### config.mk
export PLATFORM = sky130hd
export DESIGN_NAME = agm_ctrl
export DESIGN_NICKNAME = d
export VERILOG_FILES = /design/src/hdl/assert_macros.svh /design/src/hdl/agm_pkg.sv /design/src/hdl/agm_ctrl.sv
export SDC_FILE = /design/constraint.sdc
export NUM_CORES = 1
export LEC_CHECK = 0
export BUFFER_PORTS_ARGS = -buffer_cell sky130_fd_sc_hd__buf_2
export CORE_MARGIN = 3
export CORE_UTILIZATION = 30
export CTS_BUF_LIST = sky130_fd_sc_hd__clkbuf_4 sky130_fd_sc_hd__clkbuf_8 sky130_fd_sc_hd__clkbuf_16
export DETAILED_ROUTE_END_ITERATION = 6
export HOLD_SLACK_MARGIN = 0.08
export SYNTH_ARGS = -nofsm -noshare
export SYNTH_HDL_FRONTEND = slang
export SYNTH_SLANG_ARGS = --single-unit
### constraint.sdc
create_clock -name clk -period 9.8 [get_ports clk]
set_input_delay 2.45 -clock clk [delete_from_list [all_inputs] [get_ports clk]]
set_output_delay 2.45 -clock clk [all_outputs]
set_load 0.01 [all_outputs]
### src/hdl/assert_macros.svh
// Assertion helpers; define ASSERT_OFF to compile them out.
`ifndef ASSERT_MACROS_SVH
`define ASSERT_MACROS_SVH

`ifndef ASSERT_OFF
`define ASSERT_CLK(lbl, clk, rst_n, prop, msg) \
	lbl: assert property (@(posedge clk) disable iff (!rst_n) prop) else $error(msg);
`define ASSERT_NEVER(lbl, clk, rst_n, expr, msg) \
	lbl: assert property (@(posedge clk) disable iff (!rst_n) !(expr)) else $error(msg);
`else
`define ASSERT_CLK(lbl, clk, rst_n, prop, msg)
`define ASSERT_NEVER(lbl, clk, rst_n, expr, msg)
`endif

`endif

### src/hdl/agm_pkg.sv
`timescale 1ns / 1ps
package agm_pkg;

	localparam int AGM_MAX_SLOTS   = 64;
	localparam int AGM_WEIGHT_BITS = 16;

	localparam logic [2:0] REQ_ADD_VERTEX    = 3'd0;
	localparam logic [2:0] REQ_SET_EDGE      = 3'd1;
	localparam logic [2:0] REQ_CLEAR_EDGE    = 3'd2;
	localparam logic [2:0] REQ_REMOVE_VERTEX = 3'd3;
	localparam logic [2:0] REQ_READ_EDGE     = 3'd4;

	localparam logic CFG_MAX_VERTICES = 1'b0;
	localparam logic CFG_GRAPH_TYPE   = 1'b1;

	localparam logic GRAPH_UNDIRECTED = 1'b0;

	localparam logic ST_ACCEPTED = 1'b0;
	localparam logic ST_REJECTED = 1'b1;

	typedef enum logic [1:0] {
		ST_IDLE,
		ST_MIRROR,
		ST_RDATA,
		ST_CLEAR
	} agm_state_t;

	typedef struct packed {
		logic [6:0] max_vertices;
		logic       graph_type;
	} agm_cfg_t;

	typedef struct packed {
		logic        status;
		logic [15:0] read_weight;
		logic [6:0]  vertex_count;
	} agm_result_t;

endpackage

### src/hdl/agm_ctrl.sv
`timescale 1ns / 1ps
module agm_ctrl #(
	parameter int MAX_SLOTS   = 64,
	parameter int WEIGHT_BITS = 16,
	parameter int AW          = 12
) (
	input  logic                    clk,
	input  logic                    arst_n,
	input  agm_pkg::agm_cfg_t       cfg,
	input  logic                    start,
	input  logic [2:0]              req_type,
	input  logic [5:0]              first_vertex,
	input  logic [5:0]              second_vertex,
	input  logic signed [15:0]      edge_weight,
	output logic                    busy,
	output logic                    done,
	output agm_pkg::agm_result_t    res,
	output logic                    mem_we,
	output logic [AW-1:0]           mem_addr,
	output logic [WEIGHT_BITS-1:0]  mem_wdata,
	input  logic [WEIGHT_BITS-1:0]  mem_rdata
);

	import agm_pkg::*;

	localparam int SW    = AW / 2;
	localparam int CW    = $clog2(MAX_SLOTS + 1);
	localparam int CMP_W = (CW > 7) ? CW : 7;

	agm_state_t               state_q, state_d;
	logic [MAX_SLOTS-1:0]     present_q, present_d;
	logic [CW-1:0]            count_q, count_d;
	logic                     done_q, done_d;
	agm_result_t              res_q, res_d;
	logic [SW-1:0]            vtx_q, oth_q;
	logic [WEIGHT_BITS-1:0]   wdata_q;
	logic [SW:0]              walk_q, walk_d;

	logic [CMP_W-1:0]         lim;
	logic [SW-1:0]            a_idx, b_idx;
	logic                     a_in, b_in, a_ok, b_ok;
	logic                     accept;
	logic [WEIGHT_BITS-1:0]   wr_w;

	always_comb begin
		lim = (CMP_W'(cfg.max_vertices) > CMP_W'(MAX_SLOTS))
			? CMP_W'(MAX_SLOTS) : CMP_W'(cfg.max_vertices);
		a_in  = CMP_W'(first_vertex) < lim;
		b_in  = CMP_W'(second_vertex) < lim;
		a_idx = SW'(CMP_W'(first_vertex));
		b_idx = SW'(CMP_W'(second_vertex));
		a_ok  = a_in && present_q[a_idx];
		b_ok  = b_in && present_q[b_idx];
		wr_w  = (req_type == REQ_SET_EDGE) ? WEIGHT_BITS'(32'(edge_weight)) : '0;
	end

	assign accept = start && (state_q == ST_IDLE);

	// A slot's row and column are swept to zero when the vertex is added, so
	// every entry between two present vertices is zero until written.
	always_comb begin
		state_d   = state_q;
		present_d = present_q;
		count_d   = count_q;
		done_d    = 1'b0;
		res_d     = res_q;
		walk_d    = walk_q;
		mem_we    = 1'b0;
		mem_addr  = {a_idx, b_idx};
		mem_wdata = wr_w;
		unique case (state_q)
			ST_IDLE: begin
				walk_d = '0;
				if (start) begin
					done_d            = 1'b1;
					res_d.status      = ST_REJECTED;
					res_d.read_weight = '0;
					case (req_type) inside
						REQ_ADD_VERTEX: begin
							if (a_in) begin
								res_d.status = ST_ACCEPTED;
								if (!present_q[a_idx]) begin
									present_d[a_idx] = 1'b1;
									count_d          = count_q + 1'b1;
									state_d          = ST_CLEAR;
								end
							end
						end
						REQ_SET_EDGE, REQ_CLEAR_EDGE: begin
							if (a_ok && b_ok) begin
								res_d.status = ST_ACCEPTED;
								mem_we       = 1'b1;
								if (cfg.graph_type == GRAPH_UNDIRECTED) begin
									state_d = ST_MIRROR;
								end
							end
						end
						REQ_REMOVE_VERTEX: begin
							if (a_ok) begin
								res_d.status     = ST_ACCEPTED;
								present_d[a_idx] = 1'b0;
								if (count_q != '0) begin
									count_d = count_q - 1'b1;
								end
							end
						end
						REQ_READ_EDGE: begin
							if (a_ok && b_ok) begin
								done_d  = 1'b0;
								state_d = ST_RDATA;
							end
						end
						default: begin
						end
					endcase
					res_d.vertex_count = 7'(count_d);
				end
			end
			ST_MIRROR: begin
				mem_we    = 1'b1;
				mem_addr  = {oth_q, vtx_q};
				mem_wdata = wdata_q;
				state_d   = ST_IDLE;
			end
			ST_RDATA: begin
				done_d            = 1'b1;
				res_d.status      = ST_ACCEPTED;
				res_d.read_weight = 16'(32'($signed(mem_rdata)));
				state_d           = ST_IDLE;
			end
			ST_CLEAR: begin
				mem_we    = 1'b1;
				mem_wdata = '0;
				mem_addr  = walk_q[0] ? {walk_q[SW:1], vtx_q} : {vtx_q, walk_q[SW:1]};
				walk_d    = walk_q + 1'b1;
				if (walk_q == '1) begin
					state_d = ST_IDLE;
				end
			end
			default: begin
				state_d = ST_IDLE;
			end
		endcase
	end

	always_ff @(posedge clk or negedge arst_n) begin
		if (!arst_n) begin
			state_q   <= ST_IDLE;
			present_q <= '0;
			count_q   <= '0;
			done_q    <= 1'b0;
			walk_q    <= '0;
		end else begin
			state_q   <= state_d;
			present_q <= present_d;
			count_q   <= count_d;
			done_q    <= done_d;
			walk_q    <= walk_d;
		end
	end

	always_ff @(posedge clk) begin
		res_q <= res_d;
		if (accept) begin
			vtx_q   <= a_idx;
			oth_q   <= b_idx;
			wdata_q <= wr_w;
		end
	end

	assign busy = (state_q != ST_IDLE);
	assign done = done_q;
	assign res  = res_q;

endmodule

-- Word-level counts from Yosys, hierarchy flattened
Cells that the tools add are included.
- register bits: 133
- bits of input ports: 58
- output and inout bits: 55
- logic and storage cells: 119
- $add $sub $neg: 3
- $lt $le $gt $ge: 6
- eq/ne operators: 20
- multiplexer cells: 56
- bitwise logic cells: 3
- reductions and logical operators: 20
- operator list (kind ; number):
    64-bit two-way mux ; 6
    64-bit AND ; 1
    64-bit inverter ; 1
    64-bit OR ; 1
    7-bit two-way mux ; 8
    17-bit case mux with 2 select lines ; 1
    16-bit case mux with 2 select lines ; 1
    24-bit two-way mux ; 1
    12-bit case mux with 2 select lines ; 1
    2-bit two-way mux ; 11
    1-bit two-way mux ; 18
    16-bit two-way mux ; 1
    7-bit by 1-bit adder with 7-bit output, second input constant ; 2
    6-bit by 7-bit < comparator with 1-bit output ; 2
    6-bit by 7-bit < comparator with 1-bit output, second input constant ; 2
    7-bit case mux with 2 select lines ; 1
    1-bit binary-select mux with 6-bit select ; 2
    12-bit two-way mux ; 1
    2-bit inequality test, second input constant ; 5
    2-bit nonzero test ; 5
    9-bit AND reduction ; 1
    4-bit inequality test, second input constant ; 2
    7-bit equality test, second input constant ; 1
    7-bit > comparator, second input constant ; 1
    21 further kinds ; 32

-- Depth between registers and ports, before layout
Gate-level depths: netlist of run 1.
- depth after elaboration: 12
- mapped depth: 14
- gate-level depth less buffers: 11

-- Worst setup path before layout of run 1
Ideal clock, no wire load.
- kind: input-to-output
- start point: in first_vertex[1]
- end point: out mem_we
- arrival: 4.789 ns
- data required time: 7.350 ns
- slack: 2.561 ns
- cell stages on the path: 11
- buffers on the path: 2
- cell sequence: buf_2 -> buf_2 -> nand2_2 -> o221ai_1 -> a222oi_1 -> o211a_1 -> nand4_1 -> or4_1 -> nor2_1 -> nand2_1 -> a21oi_1
- longest elaborated chain between the ends: 9
- elaborated cells on any way between the ends: 10
- classes of those cells: 1 x order compare; 7 x mux; 2 x reduce/logical
- RTL lines (element ; line ; RTL):
    start, declared ; agm_ctrl.sv:12 ; input logic [5:0] first_vertex,
    1-bit binary-select mux with 6-bit select ; agm_ctrl.sv:52 ; a_ok = a_in && present_q[a_idx];
    1-bit two-way mux (implied by the code) ; agm_ctrl.sv:52 ;
    1-bit logical AND (*) ; agm_ctrl.sv:52 ;
    1-bit logical AND (*) ; agm_ctrl.sv:90 ; if (a_ok && b_ok) begin
    1-bit two-way mux (*) ; agm_ctrl.sv:90 ;
    1-bit two-way mux (*) (2 in series) ; agm_ctrl.sv:78 ; case (req_type) inside
    1-bit two-way mux (*) ; agm_ctrl.sv:74 ; if (start) begin
    1-bit case mux with 2 select lines (*) ; agm_ctrl.sv:71 ; unique case (state_q)
    end, declared ; agm_ctrl.sv:18 ; output logic mem_we,
Mark *: on every way between the ends. The rest lies on a longest branch, timed or not. The select of a mux whose other input is x is not followed.

-- Worst setup path in the final report of run 1
- start point: in first_vertex[2]
- end point: out mem_we
The elaborated chain is that of the path after synthesis.

==> results.md, run 1 <==
- Post-synth cell types: 64
- Total Routing Usage GR: ~16%
- Max_slew headroom: 28.05%
- Final ANT Viol Nets: 0
- Total Power: 1.863 mW
- Layout Cells excl Fill: between 1,000 and 1,500
- Setup Skew: 0.01043 ns
- Top_reg_cell synth: dfrtp_1
- Syn Area/Cell: between 10 and 15 µm²
- Final Hold Vio Count: 0
- CTS Hold Buffers Added: 0
- Core area: roughly 0.025 mm²
- Worst-path clk slew: around 0.060 ns
- Minimum clock period: between 7 and 8 ns
- Post-CTS sizing: 0
- PD cells: 201.4 mW/mm²
- Mapped Nets: 811
- PortBufs: 112
- Die Height: about 170 µm
- Worst min path class: reg -> reg
- Initial antenna violation count: 0
- LEAKAGE: between 3 and 4 nW
- Initial core utilization: roughly 31%
- Slew Viols, Final: 0
- CP Launch Type: input port
- Asr flop ratio synth: approximately 61%
- Yosys warning count: 0
- Die W: ~170 µm
- Status: complete, no violations
- DR pass1 iterations: 5
- Largest net degree at the start of global routing: just over 80
- TritonCTS clock tree: done
- EDFF count, synth: 52
- CTS Buf Count: 17
- Total congestion overflow: 0
- Area delta synth->final: 17.56%
- Initial DRC count: just under 700
- Critical Path End Type: output port
- Fin util: 36.31%
- Cell count after placement: roughly 1,100
- Clock power frac: 34.0%
- Final WL: 22,620 µm
- # diodes: 0
- Reg power frac: approximately 40%
- Sw frac: around 33%
- I/O Pins: 113
- Site row count: 58
- Clock Sinks: about 130
- VDD IR max: between 0.1 and 0.15 mV
- Final Wtd Congestion: 0.8342
- CP max FO: 33
- Full die area: 0.02820 mm²
- Crit share post-route: between 80% and 90%
- Critical Path AT: roughly 5.5 ns
- Seq/Total Area, Yosys: around 46%
- Critical path class: in -> out
- H-tree depth: 4
- DR WL/cell: between 15 and 20 µm
- Req. time, crit path: between 7 and 8 ns
- First-pass GRT wire length: ~36,000 µm
- Maxcap violations: 0
- Combinational power share: 25.9%
- Vias: between 6,000 and 7,000
- Root Buffer: clkbuf_16
- Nets: slightly below 900
- Pint: between 1 and 1.5 mW
- Vias per Instance: 5.593
- Switch Pwr: around 0.6 mW
- DP Area: between 0.008 and 0.009 mm²
- DRC Markers: 0
- Fmax: 125.8 MHz
- Register bit total from synthesis: about 130
- Clk buf depth: 2
- Mapped cell area: ~0.0079 mm²
- Setup TNS: 0 ns
- Clk Latency, worst-skew pair: 0.42 ns
- Unrepaired setup endpoints after global routing: no
- DPL Wire Length: 15,100 µm
- Postcts setup bufs: 0
- Endpoints failing setup: 0
- Layout cell share with drive strength beyond 1: 24.88%
- Cells after synthesis: 735
- Worst Tran Pin Value: 1.079 ns
- Vias in the first global route: between 6,000 and 7,000
- Post-route cell area: around 0.0092 mm²
logic make-up (layout without fill, tap and decap cells):
| family | after synthesis | after routing | share of synthesized area (%) |
|---|---|---|---|
| buffers and inverters | 79 | 164 | 4.040 |
| AO/OA/AOI/OAI | 195 | 195 | 17.04 |
| flip-flops | 133 | 133 | 45.62 |
| AND/OR/NAND/NOR | 225 | 225 | 15.27 |
| adder cells (fa/ha/maj) | 18 | 18 | 2.863 |
| multiplexers | 79 | 79 | 14.51 |
| XOR/XNOR | 6 | 6 | 0.6682 |
worst max-delay path: stages:
cell      delay, ns
buf_2          0.33
nand2_2        0.42
o221ai_1       0.18
a222oi_1       0.41
o211a_1        0.24
nand4_1        0.23
or4_1          0.64
nor2_1         0.18
nand2_1        0.08
a21oi_1        0.15
buf_2          0.17
power by group through the flow:
stage / clock network, mW / logic, mW / registers, mW
after detailed placement: 0 / 0.485 / 0.760
after floorplan: 0 / 0.304 / 0.757
after global routing: 0.669 / 0.531 / 0.761
final: 0.632 / 0.482 / 0.748
after global placement: 0 / 0.482 / 0.757
after CTS: 0.641 / 0.487 / 0.749
path summary, 6_finish.rpt:
| check | slack, ns | endpoint | startpoint | cells after the start |
|---|---|---|---|---|
| worst max register to register | 5.97 | flop | flop | 9 |
| worst max-delay path | 1.85 | mem_we | first_vertex[2] | 11 |
| worst min register to register | 0.50 | flop | flop | 1 |
| min in group asynchronous | 1.80 | async pin | arst_n | 1 |
| max in group asynchronous | 6.77 | walk_q[1] | arst_n | 2 |
| worst min-delay path | 0.50 | flop | flop | 1 |
synth_stat cells (all sizes together) (3+ instances only):
library cell / n / share of area, %
a22oi: 15 / 1.4
or3: 8 / 0.64
mux4: 24 / 6.9
nand3b: 7 / 0.83
a21oi: 23 / 1.5
nand2: 58 / 2.8
nand4: 3 / 0.24
nand2b: 10 / 0.80
edfxtp: 52 / 20
inv: 13 / 0.62
o2111ai: 5 / 0.56
o21ai: 47 / 3.0
o22ai: 3 / 0.24
nand3: 13 / 0.83
o31ai: 49 / 4.7
nor3b: 4 / 0.38
ha: 18 / 2.9
mux2: 40 / 5.7
xor2: 3 / 0.33
mux2i: 15 / 1.9
a22o: 22 / 2.4
buf: 14 / 0.94
a31oi: 4 / 0.32
nor2: 31 / 1.5
nand4b: 3 / 0.33
a211oi: 3 / 0.29
clkbuf: 52 / 2.5
a21o: 3 / 0.29
and3: 17 / 1.4
xnor2: 3 / 0.33
nor3: 28 / 1.8
o221ai: 3 / 0.33
and2: 17 / 1.4
nor2b: 7 / 0.56
dfrtp: 81 / 26
and4: 3 / 0.33
nor4: 11 / 1.1
cell type report:
class,instances,area [µm²]
timing repair buffer,119,615.6
inverter,13,48.80
multi-input combinational,523,3998
sequential,133,3588
tap,330,412.9
fill,2555,16220
clock inverter,14,151.4
clock buffer,18,432.9
cells in the final DEF (no fill, tap or decap), types with 4 or more instances in the layout:
master	instances
buf_2	111
dfrtp_1	81
nand2_1	57
edfxtp_1	52
o31ai_1	49
o21ai_1	33
nor2_1	30
nor3_1	26
mux2_1	25
mux4_2	24
a21oi_1	23
a22o_1	22
ha_1	18
and3_1	17
and2_1	17
clkbuf_16	17
mux2_2	15
a22oi_1	15
mux2i_1	15
o21ai_0	14
nand3_1	13
nand2b_1	10
nor4_1	10
inv_1	9
or3_1	8
buf_4	8
nor2b_1	7
nand3b_1	6
inv_2	4
a31oi_1	4
nor3b_1	4
o2111ai_2	4
clkinv_4	4
metal layers:
metal / global-route usage [%] / up-vias / part of all wire (%)
li1: - / 2970 / -
met1: 22.18 / 3147 / 45
met2: 24.63 / 271 / 46
met3: 3.005 / 44 / 6.5
met4: 6.119 / 0 / 2.4
met5: 0 / - / 0
metrics by stage:
stage	hold WS (ns)	setup WS [ns]
after floorplan	0.4695	2.561
after global placement	0.4910	1.992
after detailed placement	0.4926	1.895
after CTS	0.5056	1.882
after global routing	0.5278	1.643
final	0.5047	1.854
No activity file was read; power rests on OpenSTA's default activity.
==> inputs of run 2 (changes only) <==
==> constraint.sdc (replaced) <==
create_clock -name clk -period 6.5 [get_ports clk]
set_input_delay 1.625 -clock clk [delete_from_list [all_inputs] [get_ports clk]]
set_output_delay 1.625 -clock clk [all_outputs]
set_load 0.01 [all_outputs]
==> results.md, run 2 (same netlist as run 1, synthesis figures left out) <==
- Hold Worst Slack: 0.5193 ns
- DR WL/cell: approximately 20 µm
- Clk buf depth: 2
- Postcts setup bufs: 0
- CP max FO: 22
- Setup TNS: 0 ns
- Layout Cells excl Fill: 1,165
- PortBufs: roughly 110
- Final Hold Vio Count: 0
- Path depth of the worst reg2reg path: 10
- LEAKAGE: a little under 4 nW
- Minimum clock period: 6.070 ns
- Largest delay share family, worst path: simple AND/OR/NAND/NOR gates
- Crit share post-route: 93.39%
- DRC Markers: 0
- Final WL: 22,880 µm
- Site row count: 58
- PD cells: 306.1 mW/mm²
- CP Cell Sequence: buf_2, mux2i_1, mux4_2, a21oi_1, o22a_1, nand4_1, or4_1, nor2_1, nand2_1, a21oi_1, buf_2
- Layout cell share with drive strength beyond 1: around 26%
- End of the critical path: mem_we
- H-tree depth: 4
- Status: complete, no violations
- Worst min path class: reg -> reg
- CP Launch Type: input port
- Die Height: between 150 and 200 µm
- Cell count after placement: 1,133
- Worst Hold Depth: 1
- Initial antenna violation count: 0
- Final Wtd Congestion: between 0.8 and 0.9
- Most frequent cells in the layout: buf_2, dfrtp_1, nand2_1, edfxtp_1, o31ai_1
- Fin util: roughly 37%
- Die W: approximately 170 µm
- Bufs and invs on worst path: 2
- Core area: approximately 0.025 mm²
- DPL Wire Length: between 15,000 and 20,000 µm
- Commonest non-fill, non-tap cell in the layout: buf_2
- Vias in the first global route: 6,180
- Root Buffer: clkbuf_16
- Fmax: approximately 160 MHz
- First-pass GRT wire length: about 36,000 µm
- VDD IR max: roughly 0.18 mV
- Switch Pwr: just over 0.9 mW
- Worst path slowest cell: or4_1
- Sw frac: 32.57%
- Origin of the worst setup path: first_vertex[2]
- Worst-path clk slew: ~0.060 ns
- CTS Hold Buffers Added: 0
- Worst Tran Pin Value: approximately 1.1 ns
- Vias: between 6,000 and 7,000
- Req. time, crit path: ~5 ns
- Setup Skew: around 0.014 ns
- Unrepaired setup endpoints after global routing: no
- CTS Buf Count: 17
- Combinational power share: between 20 and 30%
- Clock Sinks: 133
- Slowest stage delay, CP: ~0.64 ns
- Full die area: ~0.028 mm²
- Post-CTS sizing: 0
- Reg-to-reg setup timing slack: around 3.1 ns
- Final ANT Viol Nets: 0
- DR pass1 iterations: 6
- Endpoints failing setup: 0
- Critical Path AT: approximately 4.5 ns
- Slew Viols, Final: 0
- Pint: 1.931 mW
- Reg power frac: between 30% and 40%
- Largest net degree at the start of global routing: 54
- Nets: approximately 900
- Total Routing Usage GR: 16.10%
- Critical Path End Type: output port
- I/O Pins: 113
- Total congestion overflow: 0
- Maxcap violations: 0
- Vias per Instance: 5.533
- Levels on crit path: 11
- Critical path class: in -> out
- # diodes: 0
- Total Power: about 2.9 mW
- Max_slew headroom: roughly a quarter
- Clock power frac: a little over a third
- Initial core utilization: a little under a third
- Area delta synth->final: 18.93%
- Initial DRC count: between 600 and 700
- TritonCTS clock tree: done
- FILL cells: 2,507
- Clk Latency, worst-skew pair: 0.43 ns
[run 2: final cells by class]
type                            instances  area (µm²)  area share, %
Clock inverter                         14       176.4          1.886
Tap cell                              330       412.9          4.414
Inverter                               13       48.80         0.5216
Clock buffer                           18       432.9          4.628
Multi-Input combinational cell        523        3968          42.41
Sequential cell                       133        3588          38.36
Timing Repair Buffer                  134       728.2          7.784
[run 2: metal layers]
layer  track usage [%]  vias up  wire, µm
li1                  -     2990         -
met1             21.48     3149     10030
met2             25.96      279     10750
met3             3.992       28      1778
met4             4.909        0       319
met5                 0        -         0
[run 2: power by group through the flow]
stage | clock, mW | sequential [mW] | combinational [mW]
2_1_floorplan | 0 | 1.14 | 0.459
3_3_place_gp | 0 | 1.14 | 0.729
3_5_place_dp | 0 | 1.15 | 0.734
4_1_cts | 1.03 | 1.13 | 0.737
5_1_grt | 1.06 | 1.15 | 0.807
6_report | 1.01 | 1.13 | 0.728
[run 2: worst min-delay path by stage]
stage | end | slack (ns)
final | flop | 0.52
after global routing | flop | 0.53
after CTS | flop | 0.52
after detailed placement | flop | 0.50
after global placement | flop | 0.49
after floorplan | flop | 0.47
[run 2: worst reg2reg max path, delay by kind of cell (launching register included)]
family                 cells  cell delay, ns
AOI/OAI and AO/OA          5            1.13
and+or+nand+nor            2            0.80
muxes                      2            0.55
DFF                        1            0.40
buffers and inverters      1            0.39
[run 2: metrics by stage]
stage	worst slack, ns	area [µm²]
2_1_floorplan	0.9110	7866
3_3_place_gp	0.5081	8746
3_5_place_dp	0.4522	8746
4_1_cts	0.4447	9355
5_1_grt	0.2263	9355
6_report	0.4299	9355
==> inputs of run 3 (changes only) <==
--- a/config.mk
+++ b/config.mk
@@ -8,9 +8,9 @@
 export BUFFER_PORTS_ARGS = -buffer_cell sky130_fd_sc_hd__buf_2
 export CORE_MARGIN = 3
 export CORE_UTILIZATION = 30
-export CTS_BUF_LIST = sky130_fd_sc_hd__clkbuf_4 sky130_fd_sc_hd__clkbuf_8 sky130_fd_sc_hd__clkbuf_16
 export DETAILED_ROUTE_END_ITERATION = 6
 export HOLD_SLACK_MARGIN = 0.08
+export PLACE_DENSITY = 0.58
 export SYNTH_ARGS = -nofsm -noshare
 export SYNTH_HDL_FRONTEND = slang
 export SYNTH_SLANG_ARGS = --single-unit
==> results.md, run 3 (same netlist as run 1, synthesis figures left out) <==
- Status: complete, no violations
- Vias in the first global route: roughly 6,300
- FILL cells: 2,528
- Place WS: 0.4655 ns
- Site row count: 58
- I/O Pins: approximately 110
- CP max FO: 29
- Unrepaired setup endpoints after global routing: no
- Critical Path AT: 4.45 ns
- Setup TNS: 0 ns
- Full die area: between 0.02 and 0.03 mm²
- Max_slew headroom: 27.42%
- Fmax: about 160 MHz
- Critical path class: in -> out
- Minimum clock period: 6.076 ns
- Pint: about 1.9 mW
- Total congestion overflow: 0
- Post-route cell area: around 0.0094 mm²
- Root Buffer: clkbuf_16
- Origin of the worst setup path: first_vertex[2]
- Crit share post-route: 93.48%
- H-tree depth: 4
- Largest net degree at the start of global routing: 54
- Area delta synth->final: 19.02%
- Nets: 898
- Slew Viols, Final: 0
- Setup Skew: 0.01262 ns
- Vias per Instance: 5.523
- LEAKAGE: just under 4 nW
- CTS Buf Count: 17
- DRC Markers: 0
- DR WL/cell: 19.80 µm
- Sw frac: 32.93%
- Final Hold Vio Count: 0
- DR pass1 iterations: 5
- Die Height: 167.9 µm
- Postcts setup bufs: 0
- Vias: ~6,400
- Hold Worst Slack: between 0.5 and 0.6 ns
- Uppermost layer routed: met4
- Reg power frac: between 30 and 40%
- Layout cell share with drive strength beyond 1: 25.63%
- DP Area: 0.008746 mm²
- VDD IR max: about 0.15 mV
- Multi-input logic area: ~0.0040 mm²
- DPL Wire Length: 15,460 µm
- Commonest non-fill, non-tap cell in the layout: buf_2
- CTS Hold Buffers Added: 0
- Clk buf depth: 2
- Clk Latency, worst-skew pair: about 0.43 ns
- Die W: ~170 µm
- Total Routing Usage GR: between 10% and 20%
- Core area: 0.02547 mm²
- Switch Pwr: about 0.95 mW
- First-pass GRT wire length: 36,800 µm
- Worst Tran Pin Value: around 1.1 ns
- Endpoints failing setup: 0
- Met1 wire length: 10,350 µm
- Clock power frac: between 30% and 40%
- Maxcap violations: 0
- Req. time, crit path: around 5 ns
- Final ANT Viol Nets: 0
- Fin util: roughly 37%
- # diodes: 0
- Most frequent cells in the layout: buf_2, dfrtp_1, nand2_1, edfxtp_1, o31ai_1
- Final Wtd Congestion: between 0.8 and 0.9
- Final WS setup: 0.4240 ns
- Initial DRC count: 760
- FF/Latch Area: roughly 0.0036 mm²
- Initial core utilization: roughly 31%
- Combinational power share: between 20% and 30%
- Layout Cells excl Fill: 1,165
- Post-CTS sizing: 0
- Final WL: 23,060 µm
- Cell count after placement: roughly 1,100
- Critical Path End Type: output port
- Worst-path clk slew: roughly 0.06 ns
- Initial antenna violation count: 0
- Worst min path class: reg -> reg
- Total Power: just under 3 mW
- TritonCTS clock tree: done
- CP Launch Type: input port
- Met3 WL: 1554 µm
- PD cells: 307.9 mW/mm²
- Clock Sinks: about 130
- DR WL met2: about 11,000 µm
- PortBufs: between 100 and 150
## run 3: area by class of cell
type / count / area share, %
inverters: 13 / 0.5212
repair buffers: 134 / 7.778
clock buffers: 17 / 4.544
multi-input cells: 523 / 42.38
clock inverters: 15 / 2.045
flip-flops and latches: 133 / 38.33
well taps: 330 / 4.410
## run 3: power by group through the flow
stage / clock network, mW / logic [mW] / registers [mW]
after global placement: 0 / 0.734 / 1.14
final: 1.02 / 0.734 / 1.13
after detailed placement: 0 / 0.740 / 1.14
after global routing: 1.08 / 0.811 / 1.14
after CTS: 1.04 / 0.743 / 1.13
after floorplan: 0 / 0.459 / 1.14
## run 3: worst paths after layout
path / cells after the start / slack (ns) / to
min in group asynchronous: 1 / 1.19 / async pin
max in group asynchronous: 2 / 4.31 / walk_q[4]
worst min register to register: 1 / 0.51 / flop
worst max register to register: 10 / 2.68 / flop
worst max-delay path: 11 / 0.42 / mem_we
worst min-delay path: 1 / 0.51 / flop
## run 3: routing by layer
layer  track usage [%]  vias to the layer above
li1                  -                     2997
met1             22.37                     3179
met2             26.17                      240
met3             4.085                       18
met4             4.198                        0
met5                 0                        -
## run 3: worst max-delay path: stages
cell	delay, ns
buf_2	0.50
or2_1	0.23
o221ai_1	0.12
a222oi_1	0.40
o211a_1	0.24
nand4_1	0.12
or4_1	0.62
nor2_1	0.19
nand2_1	0.07
a21oi_1	0.13
buf_2	0.17
